$ cat src/rtl/core/jdsm_pkg.sv
// Shared constants, register indexes and stage control types of the joystick mapper.
`timescale 1ns / 1ps
package jdsm_pkg;

  localparam int SAMPLE_BITS_DEF = 10;
  localparam int DEAD_BITS       = 9;
  localparam int OUT_BITS        = 7;
  localparam int ANG_BITS        = 8;
  localparam int QUO_BITS        = 8;
  localparam int OUT_SPAN        = 45;
  localparam int NUM_AXES        = 2;
  localparam int CFG_IDX_BITS    = 3;

  localparam int AX_RUDDER = 0;
  localparam int AX_SAIL   = 1;

  localparam logic signed [ANG_BITS-1:0] AXIS_MIN [NUM_AXES] = '{-8'sd45, 8'sd0};
  localparam logic signed [ANG_BITS-1:0] AXIS_MID [NUM_AXES] = '{8'sd0, 8'sd45};
  localparam logic signed [ANG_BITS-1:0] AXIS_MAX [NUM_AXES] = '{8'sd45, 8'sd90};

  localparam int RST_LOW  = 0;
  localparam int RST_HIGH = 1023;
  localparam int RST_MID  = 512;
  localparam int RST_DEAD = 20;

  typedef enum logic [CFG_IDX_BITS-1:0] {
    REG_X_LOW     = 3'd0,
    REG_X_HIGH    = 3'd1,
    REG_X_MID     = 3'd2,
    REG_Y_LOW     = 3'd3,
    REG_Y_HIGH    = 3'd4,
    REG_Y_MID     = 3'd5,
    REG_DEAD_BAND = 3'd6
  } cfg_reg_t;

  typedef struct packed {
    logic                       forced;
    logic                       neg;
    logic                       ovf;
    logic signed [ANG_BITS-1:0] force_val;
    logic signed [ANG_BITS-1:0] base;
  } axis_ctl_t;

endpackage

$ cat src/rtl/core/jdsm_front.sv
// Front stages: dead-zone branch choice, then scaled numerator, divisor and sign per axis.
`timescale 1ns / 1ps
module jdsm_front import jdsm_pkg::*; #(
  parameter  int SAMPLE_BITS = SAMPLE_BITS_DEF,
  localparam int CW   = (SAMPLE_BITS > DEAD_BITS) ? SAMPLE_BITS : DEAD_BITS,
  localparam int EW   = CW + 2,
  localparam int NMAG = CW + 1,
  localparam int MW   = NMAG + 6,
  localparam int DW   = NMAG + 9
) (
  input  logic                   clk,
  input  logic                   rst_n,
  input  logic                   i_vld,
  output logic                   rdy,
  input  logic [SAMPLE_BITS-1:0] smp   [NUM_AXES],
  input  logic [SAMPLE_BITS-1:0] lo    [NUM_AXES],
  input  logic [SAMPLE_BITS-1:0] hi    [NUM_AXES],
  input  logic [SAMPLE_BITS-1:0] mid   [NUM_AXES],
  input  logic [DEAD_BITS-1:0]   db,
  input  logic                   nxt_rdy,
  output logic                   o_vld,
  output logic [DW-1:0]          o_rem [NUM_AXES],
  output logic [NMAG-1:0]        o_dvs [NUM_AXES],
  output logic [QUO_BITS-1:0]    o_quo [NUM_AXES],
  output axis_ctl_t              o_ctl [NUM_AXES]
);

  logic                 a_vld_r;
  logic                 a_rdy;
  logic signed [EW-1:0] num_r    [NUM_AXES];
  logic signed [EW-1:0] num_nxt  [NUM_AXES];
  logic signed [EW-1:0] span_r   [NUM_AXES];
  logic signed [EW-1:0] span_nxt [NUM_AXES];
  logic                 low_r    [NUM_AXES];
  logic                 low_nxt  [NUM_AXES];
  logic                 high_r   [NUM_AXES];
  logic                 high_nxt [NUM_AXES];

  logic                 b_vld_r;
  logic                 b_rdy;
  logic [DW-1:0]        rem_r    [NUM_AXES];
  logic [DW-1:0]        rem_nxt  [NUM_AXES];
  logic [NMAG-1:0]      dvs_r    [NUM_AXES];
  logic [NMAG-1:0]      dvs_nxt  [NUM_AXES];
  axis_ctl_t            ctl_r    [NUM_AXES];
  axis_ctl_t            ctl_nxt  [NUM_AXES];

  assign b_rdy = !b_vld_r || nxt_rdy;
  assign a_rdy = !a_vld_r || b_rdy;
  assign rdy   = a_rdy;

  always_comb begin
    logic signed [EW-1:0] s_e;
    logic signed [EW-1:0] lo_e;
    logic signed [EW-1:0] hi_e;
    logic signed [EW-1:0] near_e;
    logic signed [EW-1:0] far_e;
    for (int a = 0; a < NUM_AXES; a++) begin
      s_e         = EW'(smp[a]);
      lo_e        = EW'(lo[a]);
      hi_e        = EW'(hi[a]);
      near_e      = EW'(mid[a]) - EW'(db);
      far_e       = EW'(mid[a]) + EW'(db);
      low_nxt[a]  = s_e < near_e;
      high_nxt[a] = s_e > far_e;
      num_nxt[a]  = low_nxt[a] ? (s_e - lo_e) : (s_e - far_e);
      span_nxt[a] = low_nxt[a] ? (near_e - lo_e) : (hi_e - far_e);
    end
  end

  always_comb begin
    logic            in_zone;
    logic [NMAG-1:0] mag_n;
    logic [MW-1:0]   prod;
    for (int a = 0; a < NUM_AXES; a++) begin
      in_zone = !(low_r[a] || high_r[a]);
      mag_n   = num_r[a][EW-1] ? NMAG'(-num_r[a]) : NMAG'(num_r[a]);
      dvs_nxt[a] = span_r[a][EW-1] ? NMAG'(-span_r[a]) : NMAG'(span_r[a]);
      prod    = MW'(mag_n) * MW'(OUT_SPAN);
      rem_nxt[a] = DW'(prod);
      ctl_nxt[a].forced    = in_zone || (span_r[a] == '0);
      ctl_nxt[a].neg       = num_r[a][EW-1] ^ span_r[a][EW-1];
      ctl_nxt[a].ovf       = DW'(prod) >= (DW'(dvs_nxt[a]) << QUO_BITS);
      ctl_nxt[a].force_val = in_zone ? AXIS_MID[a] : (low_r[a] ? AXIS_MIN[a] : AXIS_MAX[a]);
      ctl_nxt[a].base      = low_r[a] ? AXIS_MIN[a] : AXIS_MID[a];
    end
  end

  always_ff @(posedge clk) begin
    if (!rst_n) begin
      a_vld_r <= 1'b0;
      b_vld_r <= 1'b0;
    end else begin
      if (a_rdy) begin
        a_vld_r <= i_vld;
      end
      if (b_rdy) begin
        b_vld_r <= a_vld_r;
      end
    end
  end

  always_ff @(posedge clk) begin
    if (a_rdy) begin
      num_r  <= num_nxt;
      span_r <= span_nxt;
      low_r  <= low_nxt;
      high_r <= high_nxt;
    end
    if (b_rdy) begin
      rem_r <= rem_nxt;
      dvs_r <= dvs_nxt;
      ctl_r <= ctl_nxt;
    end
  end

  always_comb begin
    for (int a = 0; a < NUM_AXES; a++) begin
      o_quo[a] = '0;
    end
  end

  assign o_vld = b_vld_r;
  assign o_rem = rem_r;
  assign o_dvs = dvs_r;
  assign o_ctl = ctl_r;

endmodule

$ cat src/rtl/core/jdsm_div_cell.sv
// One restoring division cell: settles one quotient bit per axis and hands on the remainder.
`timescale 1ns / 1ps
module jdsm_div_cell import jdsm_pkg::*; #(
  parameter  int SAMPLE_BITS = SAMPLE_BITS_DEF,
  parameter  int SHIFT       = 0,
  localparam int CW   = (SAMPLE_BITS > DEAD_BITS) ? SAMPLE_BITS : DEAD_BITS,
  localparam int NMAG = CW + 1,
  localparam int DW   = NMAG + 9
) (
  input  logic                clk,
  input  logic                rst_n,
  input  logic                i_vld,
  output logic                rdy,
  input  logic [DW-1:0]       i_rem [NUM_AXES],
  input  logic [NMAG-1:0]     i_dvs [NUM_AXES],
  input  logic [QUO_BITS-1:0] i_quo [NUM_AXES],
  input  axis_ctl_t           i_ctl [NUM_AXES],
  input  logic                nxt_rdy,
  output logic                o_vld,
  output logic [DW-1:0]       o_rem [NUM_AXES],
  output logic [NMAG-1:0]     o_dvs [NUM_AXES],
  output logic [QUO_BITS-1:0] o_quo [NUM_AXES],
  output axis_ctl_t           o_ctl [NUM_AXES]
);

  logic                vld_r;
  logic [DW-1:0]       rem_r   [NUM_AXES];
  logic [DW-1:0]       rem_nxt [NUM_AXES];
  logic [NMAG-1:0]     dvs_r   [NUM_AXES];
  logic [QUO_BITS-1:0] quo_r   [NUM_AXES];
  logic [QUO_BITS-1:0] quo_nxt [NUM_AXES];
  axis_ctl_t           ctl_r   [NUM_AXES];

  assign rdy = !vld_r || nxt_rdy;

  always_comb begin
    logic [DW-1:0] trial;
    logic          ge;
    for (int a = 0; a < NUM_AXES; a++) begin
      trial      = DW'(i_dvs[a]) << SHIFT;
      ge         = i_rem[a] >= trial;
      rem_nxt[a] = ge ? (i_rem[a] - trial) : i_rem[a];
      quo_nxt[a] = i_quo[a];
      quo_nxt[a][SHIFT] = ge;
    end
  end

  always_ff @(posedge clk) begin
    if (!rst_n) begin
      vld_r <= 1'b0;
    end else if (rdy) begin
      vld_r <= i_vld;
    end
  end

  always_ff @(posedge clk) begin
    if (rdy) begin
      rem_r <= rem_nxt;
      dvs_r <= i_dvs;
      quo_r <= quo_nxt;
      ctl_r <= i_ctl;
    end
  end

  assign o_vld = vld_r;
  assign o_rem = rem_r;
  assign o_dvs = dvs_r;
  assign o_quo = quo_r;
  assign o_ctl = ctl_r;

endmodule

$ cat src/rtl/core/jdsm_back.sv
// Output stage: signs the quotient, adds the branch base, clamps and holds the result request.
`timescale 1ns / 1ps
module jdsm_back import jdsm_pkg::*; (
  input  logic                       clk,
  input  logic                       rst_n,
  input  logic                       i_vld,
  output logic                       rdy,
  input  logic [QUO_BITS-1:0]        i_quo [NUM_AXES],
  input  axis_ctl_t                  i_ctl [NUM_AXES],
  input  logic                       out_stall,
  output logic                       out_valid,
  output logic signed [OUT_BITS-1:0] out_rudder_angle,
  output logic        [OUT_BITS-1:0] out_sail_angle
);

  localparam int VW = QUO_BITS + 2;

  logic                vld_r;
  logic [OUT_BITS-1:0] res_r   [NUM_AXES];
  logic [OUT_BITS-1:0] res_nxt [NUM_AXES];

  assign rdy = !vld_r || !out_stall;

  always_comb begin
    logic [QUO_BITS-1:0]  q;
    logic signed [VW-1:0] qs;
    logic signed [VW-1:0] v;
    for (int a = 0; a < NUM_AXES; a++) begin
      q  = i_ctl[a].ovf ? {QUO_BITS{1'b1}} : i_quo[a];
      qs = signed'(VW'(q));
      v  = VW'(i_ctl[a].base) + (i_ctl[a].neg ? -qs : qs);
      if (i_ctl[a].forced) begin
        v = VW'(i_ctl[a].force_val);
      end else if (v < VW'(AXIS_MIN[a])) begin
        v = VW'(AXIS_MIN[a]);
      end else if (v > VW'(AXIS_MAX[a])) begin
        v = VW'(AXIS_MAX[a]);
      end
      res_nxt[a] = v[OUT_BITS-1:0];
    end
  end

  always_ff @(posedge clk) begin
    if (!rst_n) begin
      vld_r <= 1'b0;
    end else if (rdy) begin
      vld_r <= i_vld;
    end
  end

  always_ff @(posedge clk) begin
    if (rdy) begin
      res_r <= res_nxt;
    end
  end

  assign out_valid        = vld_r;
  assign out_rudder_angle = signed'(res_r[AX_RUDDER]);
  assign out_sail_angle   = res_r[AX_SAIL];

endmodule

$ cat src/rtl/core/joystick_deadzone_split_mapper.sv
// Top level of the joystick dead-zone mapper: configuration registers and the cell chain.
`timescale 1ns / 1ps
// The block takes one X/Y stick sample pair per clock when the output side does not stall
// and returns one rudder and one sail command per pair: two front stages pick the
// dead-zone branch and form the scaled numerator and divisor, a row of eight restoring
// division cells settles one quotient bit each, and an output register signs, offsets and
// clamps the result. Each stage holds its request only until its neighbor frees it, so
// the input keeps being taken while a finished result waits, if the row has a gap. The user
// writes calibration and dead band via cfg port while no request is in flight; unenforced.
module joystick_deadzone_split_mapper import jdsm_pkg::*; #(
  parameter  int SAMPLE_BITS = SAMPLE_BITS_DEF,
  localparam int CW   = (SAMPLE_BITS > DEAD_BITS) ? SAMPLE_BITS : DEAD_BITS,
  localparam int NMAG = CW + 1,
  localparam int DW   = NMAG + 9
) (
  input  logic                       clk,
  input  logic                       rst_n,
  input  logic                       cfg_wr_en,
  input  logic [CFG_IDX_BITS-1:0]    cfg_index,
  input  logic [CW-1:0]              cfg_data,
  input  logic                       in_valid,
  output logic                       in_stall,
  input  logic [SAMPLE_BITS-1:0]     in_sample_x,
  input  logic [SAMPLE_BITS-1:0]     in_sample_y,
  output logic                       out_valid,
  input  logic                       out_stall,
  output logic signed [OUT_BITS-1:0] out_rudder_angle,
  output logic        [OUT_BITS-1:0] out_sail_angle
);

  localparam int NST = QUO_BITS + 1;

  logic [SAMPLE_BITS-1:0] lo_r  [NUM_AXES];
  logic [SAMPLE_BITS-1:0] hi_r  [NUM_AXES];
  logic [SAMPLE_BITS-1:0] mid_r [NUM_AXES];
  logic [DEAD_BITS-1:0]   db_r;
  logic [SAMPLE_BITS-1:0] smp   [NUM_AXES];

  logic                   front_rdy;
  logic                   st_vld [NST];
  logic                   st_rdy [NST];
  logic [DW-1:0]          st_rem [NST][NUM_AXES];
  logic [NMAG-1:0]        st_dvs [NST][NUM_AXES];
  logic [QUO_BITS-1:0]    st_quo [NST][NUM_AXES];
  axis_ctl_t              st_ctl [NST][NUM_AXES];

  always_ff @(posedge clk) begin
    if (!rst_n) begin
      lo_r[AX_RUDDER]  <= SAMPLE_BITS'(RST_LOW);
      hi_r[AX_RUDDER]  <= SAMPLE_BITS'(RST_HIGH);
      mid_r[AX_RUDDER] <= SAMPLE_BITS'(RST_MID);
      lo_r[AX_SAIL]    <= SAMPLE_BITS'(RST_LOW);
      hi_r[AX_SAIL]    <= SAMPLE_BITS'(RST_HIGH);
      mid_r[AX_SAIL]   <= SAMPLE_BITS'(RST_MID);
      db_r             <= DEAD_BITS'(RST_DEAD);
    end else if (cfg_wr_en) begin
      unique case (cfg_index)
        REG_X_LOW:     lo_r[AX_RUDDER]  <= cfg_data[SAMPLE_BITS-1:0];
        REG_X_HIGH:    hi_r[AX_RUDDER]  <= cfg_data[SAMPLE_BITS-1:0];
        REG_X_MID:     mid_r[AX_RUDDER] <= cfg_data[SAMPLE_BITS-1:0];
        REG_Y_LOW:     lo_r[AX_SAIL]    <= cfg_data[SAMPLE_BITS-1:0];
        REG_Y_HIGH:    hi_r[AX_SAIL]    <= cfg_data[SAMPLE_BITS-1:0];
        REG_Y_MID:     mid_r[AX_SAIL]   <= cfg_data[SAMPLE_BITS-1:0];
        REG_DEAD_BAND: db_r             <= cfg_data[DEAD_BITS-1:0];
        default: begin
        end
      endcase
    end
  end

  assign smp[AX_RUDDER] = in_sample_x;
  assign smp[AX_SAIL]   = in_sample_y;
  assign in_stall       = !front_rdy;

  jdsm_front #(
    .SAMPLE_BITS (SAMPLE_BITS)
  ) u_front (
    .clk     (clk),
    .rst_n   (rst_n),
    .i_vld   (in_valid),
    .rdy     (front_rdy),
    .smp     (smp),
    .lo      (lo_r),
    .hi      (hi_r),
    .mid     (mid_r),
    .db      (db_r),
    .nxt_rdy (st_rdy[0]),
    .o_vld   (st_vld[0]),
    .o_rem   (st_rem[0]),
    .o_dvs   (st_dvs[0]),
    .o_quo   (st_quo[0]),
    .o_ctl   (st_ctl[0])
  );

  for (genvar j = 0; j < QUO_BITS; j++) begin : g_cell
    jdsm_div_cell #(
      .SAMPLE_BITS (SAMPLE_BITS),
      .SHIFT       (QUO_BITS - 1 - j)
    ) u_cell (
      .clk     (clk),
      .rst_n   (rst_n),
      .i_vld   (st_vld[j]),
      .rdy     (st_rdy[j]),
      .i_rem   (st_rem[j]),
      .i_dvs   (st_dvs[j]),
      .i_quo   (st_quo[j]),
      .i_ctl   (st_ctl[j]),
      .nxt_rdy (st_rdy[j+1]),
      .o_vld   (st_vld[j+1]),
      .o_rem   (st_rem[j+1]),
      .o_dvs   (st_dvs[j+1]),
      .o_quo   (st_quo[j+1]),
      .o_ctl   (st_ctl[j+1])
    );
  end

  jdsm_back u_back (
    .clk              (clk),
    .rst_n            (rst_n),
    .i_vld            (st_vld[NST-1]),
    .rdy              (st_rdy[NST-1]),
    .i_quo            (st_quo[NST-1]),
    .i_ctl            (st_ctl[NST-1]),
    .out_stall        (out_stall),
    .out_valid        (out_valid),
    .out_rudder_angle (out_rudder_angle),
    .out_sail_angle   (out_sail_angle)
  );

  a_rudder_range: assert property (@(posedge clk) disable iff (!rst_n)
    out_valid |-> (ANG_BITS'(out_rudder_angle) >= AXIS_MIN[AX_RUDDER]) &&
                  (ANG_BITS'(out_rudder_angle) <= AXIS_MAX[AX_RUDDER]))
    else $error("rudder command outside its clamp range");

  a_sail_range: assert property (@(posedge clk) disable iff (!rst_n)
    out_valid |-> (signed'(ANG_BITS'(out_sail_angle)) <= AXIS_MAX[AX_SAIL]))
    else $error("sail command outside its clamp range");

  a_empty_takes: assert property (@(posedge clk) disable iff (!rst_n)
    !out_valid |-> !in_stall)
    else $error("input refused while the output register is empty");

  a_rem_x: assert property (@(posedge clk) disable iff (!rst_n)
    (st_vld[NST-1] && !st_ctl[NST-1][AX_RUDDER].forced && !st_ctl[NST-1][AX_RUDDER].ovf)
      |-> (st_rem[NST-1][AX_RUDDER] < DW'(st_dvs[NST-1][AX_RUDDER])))
    else $error("rudder division left a remainder not below the divisor");

  a_rem_y: assert property (@(posedge clk) disable iff (!rst_n)
    (st_vld[NST-1] && !st_ctl[NST-1][AX_SAIL].forced && !st_ctl[NST-1][AX_SAIL].ovf)
      |-> (st_rem[NST-1][AX_SAIL] < DW'(st_dvs[NST-1][AX_SAIL])))
    else $error("sail division left a remainder not below the divisor");

endmodule
$ cat config.mk
export PLATFORM = sky130hd
export DESIGN_NAME = joystick_deadzone_split_mapper
export DESIGN_NICKNAME = d
export VERILOG_FILES = /design/src/rtl/core/jdsm_pkg.sv /design/src/rtl/core/jdsm_front.sv /design/src/rtl/core/jdsm_div_cell.sv /design/src/rtl/core/jdsm_back.sv /design/src/rtl/core/joystick_deadzone_split_mapper.sv
export SDC_FILE = /design/constraint.sdc
export NUM_CORES = 2
export LEC_CHECK = 0
export BUFFER_PORTS_ARGS = -buffer_cell sky130_fd_sc_hd__buf_2
export CAP_MARGIN = 5
export CORE_UTILIZATION = 64
export DETAILED_ROUTE_END_ITERATION = 8
export GPL_TIMING_DRIVEN = 0
export MAX_ROUTING_LAYER = met4
export PLACE_DENSITY = 0.92
export SYNTH_ARGS = -nofsm -noshare
export SYNTH_HDL_FRONTEND = slang
export SYNTH_SLANG_ARGS = --single-unit
export TNS_END_PERCENT = 5
$ cat constraint.sdc
create_clock -name clk -period 6.6 [get_ports clk]
set_input_delay 0.33 -clock clk [delete_from_list [all_inputs] [get_ports clk]]
set_output_delay 0.33 -clock clk [all_outputs]
set_load 0.02 [all_outputs]
### Word-level counts from Yosys, hierarchy flattened

Index checks and enable logic that the tools add are counted.

* bits in registers: 1030
* input bits: 38

* magnitude comparators: 26
* add/subtract/negate cells: 34
* mux-type cells: 36
* bitwise operators: 2
* eq/ne operators: 6
* reduce and logical (&&, ||, !) cells: 40
* $mul: 2

Operator list (count)
* $mux 20: 12
* $mux 7: 8
* $mux 12: 4
* $sub 11x12->12: 4
* $mux 11: 4
* $neg 11->11: 4
* $ge 20x11->1: 2
* $ge 20x12->1: 2
* $ge 20x13->1: 2
* $ge 20x14->1: 2
* $ge 20x15->1: 2
* $ge 20x16->1: 2
* $ge 20x17->1: 2
* $sub 20x12->20: 2
* $sub 20x13->20: 2
* $sub 20x14->20: 2
* $sub 20x15->20: 2
* $sub 20x16->20: 2
* $sub 20x17->20: 2
* $ge 17x19->1: 2
* $sub 17x18->19: 2
* $ge 17x18->1: 2
* $mul 11x6->17 const B: 2
* $mux 17: 2
* other kinds (24): 74

### Depth between registers and ports, before layout

* depth after elaboration: 13
* mapped depth: 26
* depth with buffers taken out: 26

### Cells and area by module

Synthesis repeated with hierarchy kept, for this count alone.

* cell total of the unflattened synthesis: 4961
* area, all modules: 60177.7 um^2

Modules (own cells, without submodules)
* jdsm_front: times used 1, area each 13838.3 um^2, cells an instance 1529, sequential area each 3703.6 um^2
* jdsm_div_cell at g_cell[5].u_cell: times used 1, area each 5302.6 um^2, cells an instance 385, sequential area each 3503.4 um^2
* jdsm_div_cell at g_cell[6].u_cell: times used 1, area each 5275.1 um^2, cells an instance 380, sequential area each 3503.4 um^2
* jdsm_div_cell at g_cell[7].u_cell: times used 1, area each 5220.0 um^2, cells an instance 376, sequential area each 3503.4 um^2
* jdsm_div_cell at g_cell[4].u_cell: times used 1, area each 5205.0 um^2, cells an instance 377, sequential area each 3503.4 um^2
* jdsm_div_cell at g_cell[0].u_cell: times used 1, area each 5186.2 um^2, cells an instance 338, sequential area each 3503.4 um^2
* jdsm_div_cell at g_cell[3].u_cell: times used 1, area each 5149.9 um^2, cells an instance 355, sequential area each 3503.4 um^2
* jdsm_div_cell at g_cell[2].u_cell: times used 1, area each 5086.1 um^2, cells an instance 352, sequential area each 3503.4 um^2
* jdsm_div_cell at g_cell[1].u_cell: times used 1, area each 5042.3 um^2, cells an instance 342, sequential area each 3503.4 um^2
* joystick_deadzone_split_mapper: times used 1, area each 2648.8 um^2, cells an instance 252, sequential area each 1381.3 um^2
* jdsm_back: times used 1, area each 2223.4 um^2, cells an instance 275, sequential area each 440.4 um^2

### Least setup slack after synthesis

No wires, ideal clock.

* path kind: reg-to-reg
* start: reg u_front.num_r[12] (netlist name)
* end: reg u_front.ctl_r (netlist bit u_front.o_ctl[35]), data pin
* buffers on the path: 0
* stages on the path, launching flop included: 24
* slack: 0.974 ns
* arrival time: 5.418 ns
* setup time: 0.207 ns
* data required time: 6.393 ns
* path through: edfxtp_1 -> or3_1 -> o31ai_1 -> xnor2_1 -> ha_1 -> ha_1 -> inv_1 -> fa_1 -> inv_1 -> ha_1 -> a21o_1 -> a21oi_1 -> nor2b_1 -> o21a_1 -> o22ai_1 -> o21ai_0 -> nor2_1 -> xnor2_1 -> ha_1 -> or4b_2 -> nor3_1 -> nand4_1 -> o31a_1 -> a2111oi_0

RTL lines
* start, declared: RTL line jdsm_front.sv:30 `logic signed [EW-1:0] num_r [NUM_AXES];`
* start signal, assigned: RTL line jdsm_front.sv:105 `num_r <= num_nxt;`
* end signal, assigned: RTL line jdsm_front.sv:113 `ctl_r <= ctl_nxt;`
* end, declared: RTL line jdsm_front.sv:45 `axis_ctl_t ctl_r [NUM_AXES];`

==> results.json <==
{
  "hold_depth": 3,
  "cts_tree": "yes",
  "synthAdderAreaFrac_pct": 12.90,
  "yosys_register_bits": 832,
  "grt_pass1_vias": 34010,
  "gp_congestion": 0.9476,
  "grt_pass1_wl_um": 171200,
  "maxCapViolations": 0,
  "ant_nets": 0,
  "syn_avg_cell_area_um2": 11.07,
  "fmax_ghz": 0.1512,
  "wl_um": 107400,
  "htreeDepth": 3,
  "highest-signal-layer": "met4",
  "clock_tree.root_cell": "clkbuf_16",
  "clock_path_buffers": 3,
  "drtPass1Iterations": 6,
  "drc": 0,
  "wl_met1_um": 40830,
  "r2r-start": "u_front.num_r[12]",
  "crit_arrival_ps": 6980,
  "drtIter0Drc": 2832,
  "synth_top_area_cell": "edfxtp_1",
  "yosys_warnings": 0,
  "area_growth_pct": 10.00,
  "drv_slew": 0,
  "fin_nets": 4969,
  "overflow": 0,
  "routedWlPerCell_um": 19.52,
  "setup_violations": 1,
  "reg2regPathDepth": 23,
  "synth_cell_types": 89,
  "synthXorXnorAreaFrac_pct": 5.491,
  "cts.clk_slew.worst_paths_ps": 70,
  "synthMuxAreaShare_pct": 2.289,
  "synth_area_leaders": "edfxtp_1 47%, ha_1 11%, xnor2_1 3.7%",
  "start_util_pct": 65.12,
  "setup_slack_ps": -14.71,
  "chipWidth_um": 275.4,
  "clock_latency_ps": 660,
  "cts_sinks": 832,
  "detailed_place_hpwl_um": 75640,
  "synth-seq-area-share_pct": 50.56,
  "grt_max_degree": 85,
  "slew_headroom_pct": 15.66,
  "violations": "negative setup slack",
  "synth_top_family_by_area": "adder cells",
  "die_h_um": 275.4,
  "synth_area_um2": 47830,
  "yosys.area_share.simple_pct": 12.18,
  "required_ps": 6960,
  "outcome": "finished, violations left",
  "drive_above_1_share_pct": 7.272,
  "period_needed_ps": 6615,
  "fin_crit_sh_pct": 100.2,
  "via_per_inst": 6.183,
  "placed_cell_area_um2": 49460,
  "ys.flop_type": "edfxtp_1",
  "crit_fanout": 4,
  "r2r_slack_ps": -10,
  "endpoint_kind": "flip-flop",
  "timing.rr.end": "u_front.o_ctl[35]",
  "pin_count": 54,
  "worstMarginPinSlew_ps": 1258,
  "coreArea_um2": 73450,
  "synth-compound-area-share_pct": 12.18,
  "die_area_um2": 75830,
  "hold_end": "lo_r[9]",
  "port_buffers": 50,
  "holdWs_ps": 18.29,
  "worst_setup_path_start_kind": "flip-flop",
  "yosys.cell_count.top_type": "edfxtp_1",
  "synthCells": 4319,
  "synthTopCellsByCount": "752 x edfxtp_1, 469 x inv_1, 413 x ha_1",
  "antenna_found_initial": 5,
  "dr_total_vias": 34020,
  "skew_ps": 38.82,
  "critical_path_class": "reg2reg",
  "synth_top_area_share_pct": 47.21,
  "worstHoldStart": "cfg_data[9]",
  "hold_violations": 0,
  "synth_nets": 4820,
  "synthArstFlopShare_pct": 0,
  "synth-edff-count": 752,
  "placement_rows": 99,
  "route.met3.wl_um": 6825,
  "grt_use_total_pct": 29.22,
  "rsz0062_at_grt": "yes",
  "fin_area_um2": 52620,
  "hp-class": "in2reg",
  "met2WireLength_um": 54540,
  "cts_made_buffers": 85
}
==> worst max-delay path by stage <==
stage,start,end,slack (ps),cells after the start
after floorplan,u_front.num_r[12],u_front.o_ctl[35],970,23
after global placement,u_front.num_r[12],u_front.o_ctl[35],-210,24
after detailed placement,u_front.num_r[12],u_front.o_ctl[35],-460,24
after CTS,u_front.num_r[12],u_front.o_ctl[35],20,23
after global routing,u_front.num_r[12],u_front.o_ctl[35],-90,24
final,u_front.num_r[12],u_front.o_ctl[35],-10,23
==> placed cells by master (no fill, tap or decap), drive strengths merged, types with 67 or more instances in the layout <==
cell,instances
edfxtp,752
inv,476
ha,413
nand2,368
nor2,220
o21ai,216
xnor2,204
a21oi,189
clkbuf,171
nor3,104
nand3,96
xor2,95
a21boi,91
nor2b,82
dfxtp,80
buf,75
a21o,67
mux2,67
==> sequential cells by signal (all words and copies together), names as in the netlist, 14 cells and up <==
signal and flops:
u_front.o_rem 34, u_front.num_r 24, lo_r 20, u_front.span_r 24, hi_r 20, g_cell.u_cell.o_ctl 112, g_cell.u_cell.o_dvs 154, u_front.o_ctl 14
g_cell.u_cell.o_quo 72, g_cell.u_cell.o_rem 278, mid_r 20, u_front.o_dvs 22
==> critical path: stages (launching register included) <==
cell       delay (ps)
edfxtp_1          440
or3_4             460
o31ai_4           220
xnor2_2           180
ha_1              300
ha_1              290
inv_1              60
fa_1              530
inv_1              80
ha_1              330
a21o_1            230
a21oi_2           180
nor2b_1            80
o21a_1            200
o22ai_2           150
o21ai_1           130
nor2_1            130
xnor2_1           120
ha_1              380
or4b_2            630
nor3_2            190
nand4_1           160
o31a_1            320
a2111oi_4         570
==> routing by layer <==
| layer | vias up | track usage, % |
|---|---|---|
| met5 | - | - |
| met4 | 0 | 13.20 |
| met3 | 433 | 4.367 |
| met2 | 1497 | 51.66 |
| met1 | 16130 | 32.49 |
| li1 | 15960 | - |
==> cells by family after synthesis <==
| family | count (synthesis) |
|---|---|
| AOI/OAI and AO/OA | 888 |
| and+or+nand+nor | 1177 |
| muxes | 101 |
| xor gates and xnor gates | 299 |
| DFF | 832 |
| buffers and inverters | 559 |
| adders and majority gates | 463 |
==> area by class of cell <==
type	count	area, um2
multi-input combinational	2928	21690
fill	4544	20840
tap	959	1200
timing repair buffer	63	440.4
sequential	832	24180
clock inverter	56	758.2
clock buffer	101	2223
inverter	474	1787
antenna	5	12.51
buffer	84	325.3
==> stage by stage <==
step                      util [%]  instances  TNS [ps]  setup slack [ps]
after floorplan                  -       4319         0             974.4
after global placement       67.09       5328    -206.9            -206.9
after detailed placement     67.34       5335    -463.9            -463.9
after CTS                    71.47       5494         0             21.04
after global routing         71.63       5502    -94.03            -94.03
final                        71.63       5502    -14.71            -14.71
==> repair_timing <==
item                       CTS  global route
hold endpoints to repair     3             0
gates resized for setup      5            18
pin swaps                    0             3
setup endpoints to repair    1             2
hold buffers                 2             0
setup buffers                0             4
Power is not shown: default switching activity piles up to over one toggle a cycle in this logic, so the estimate is an artifact.
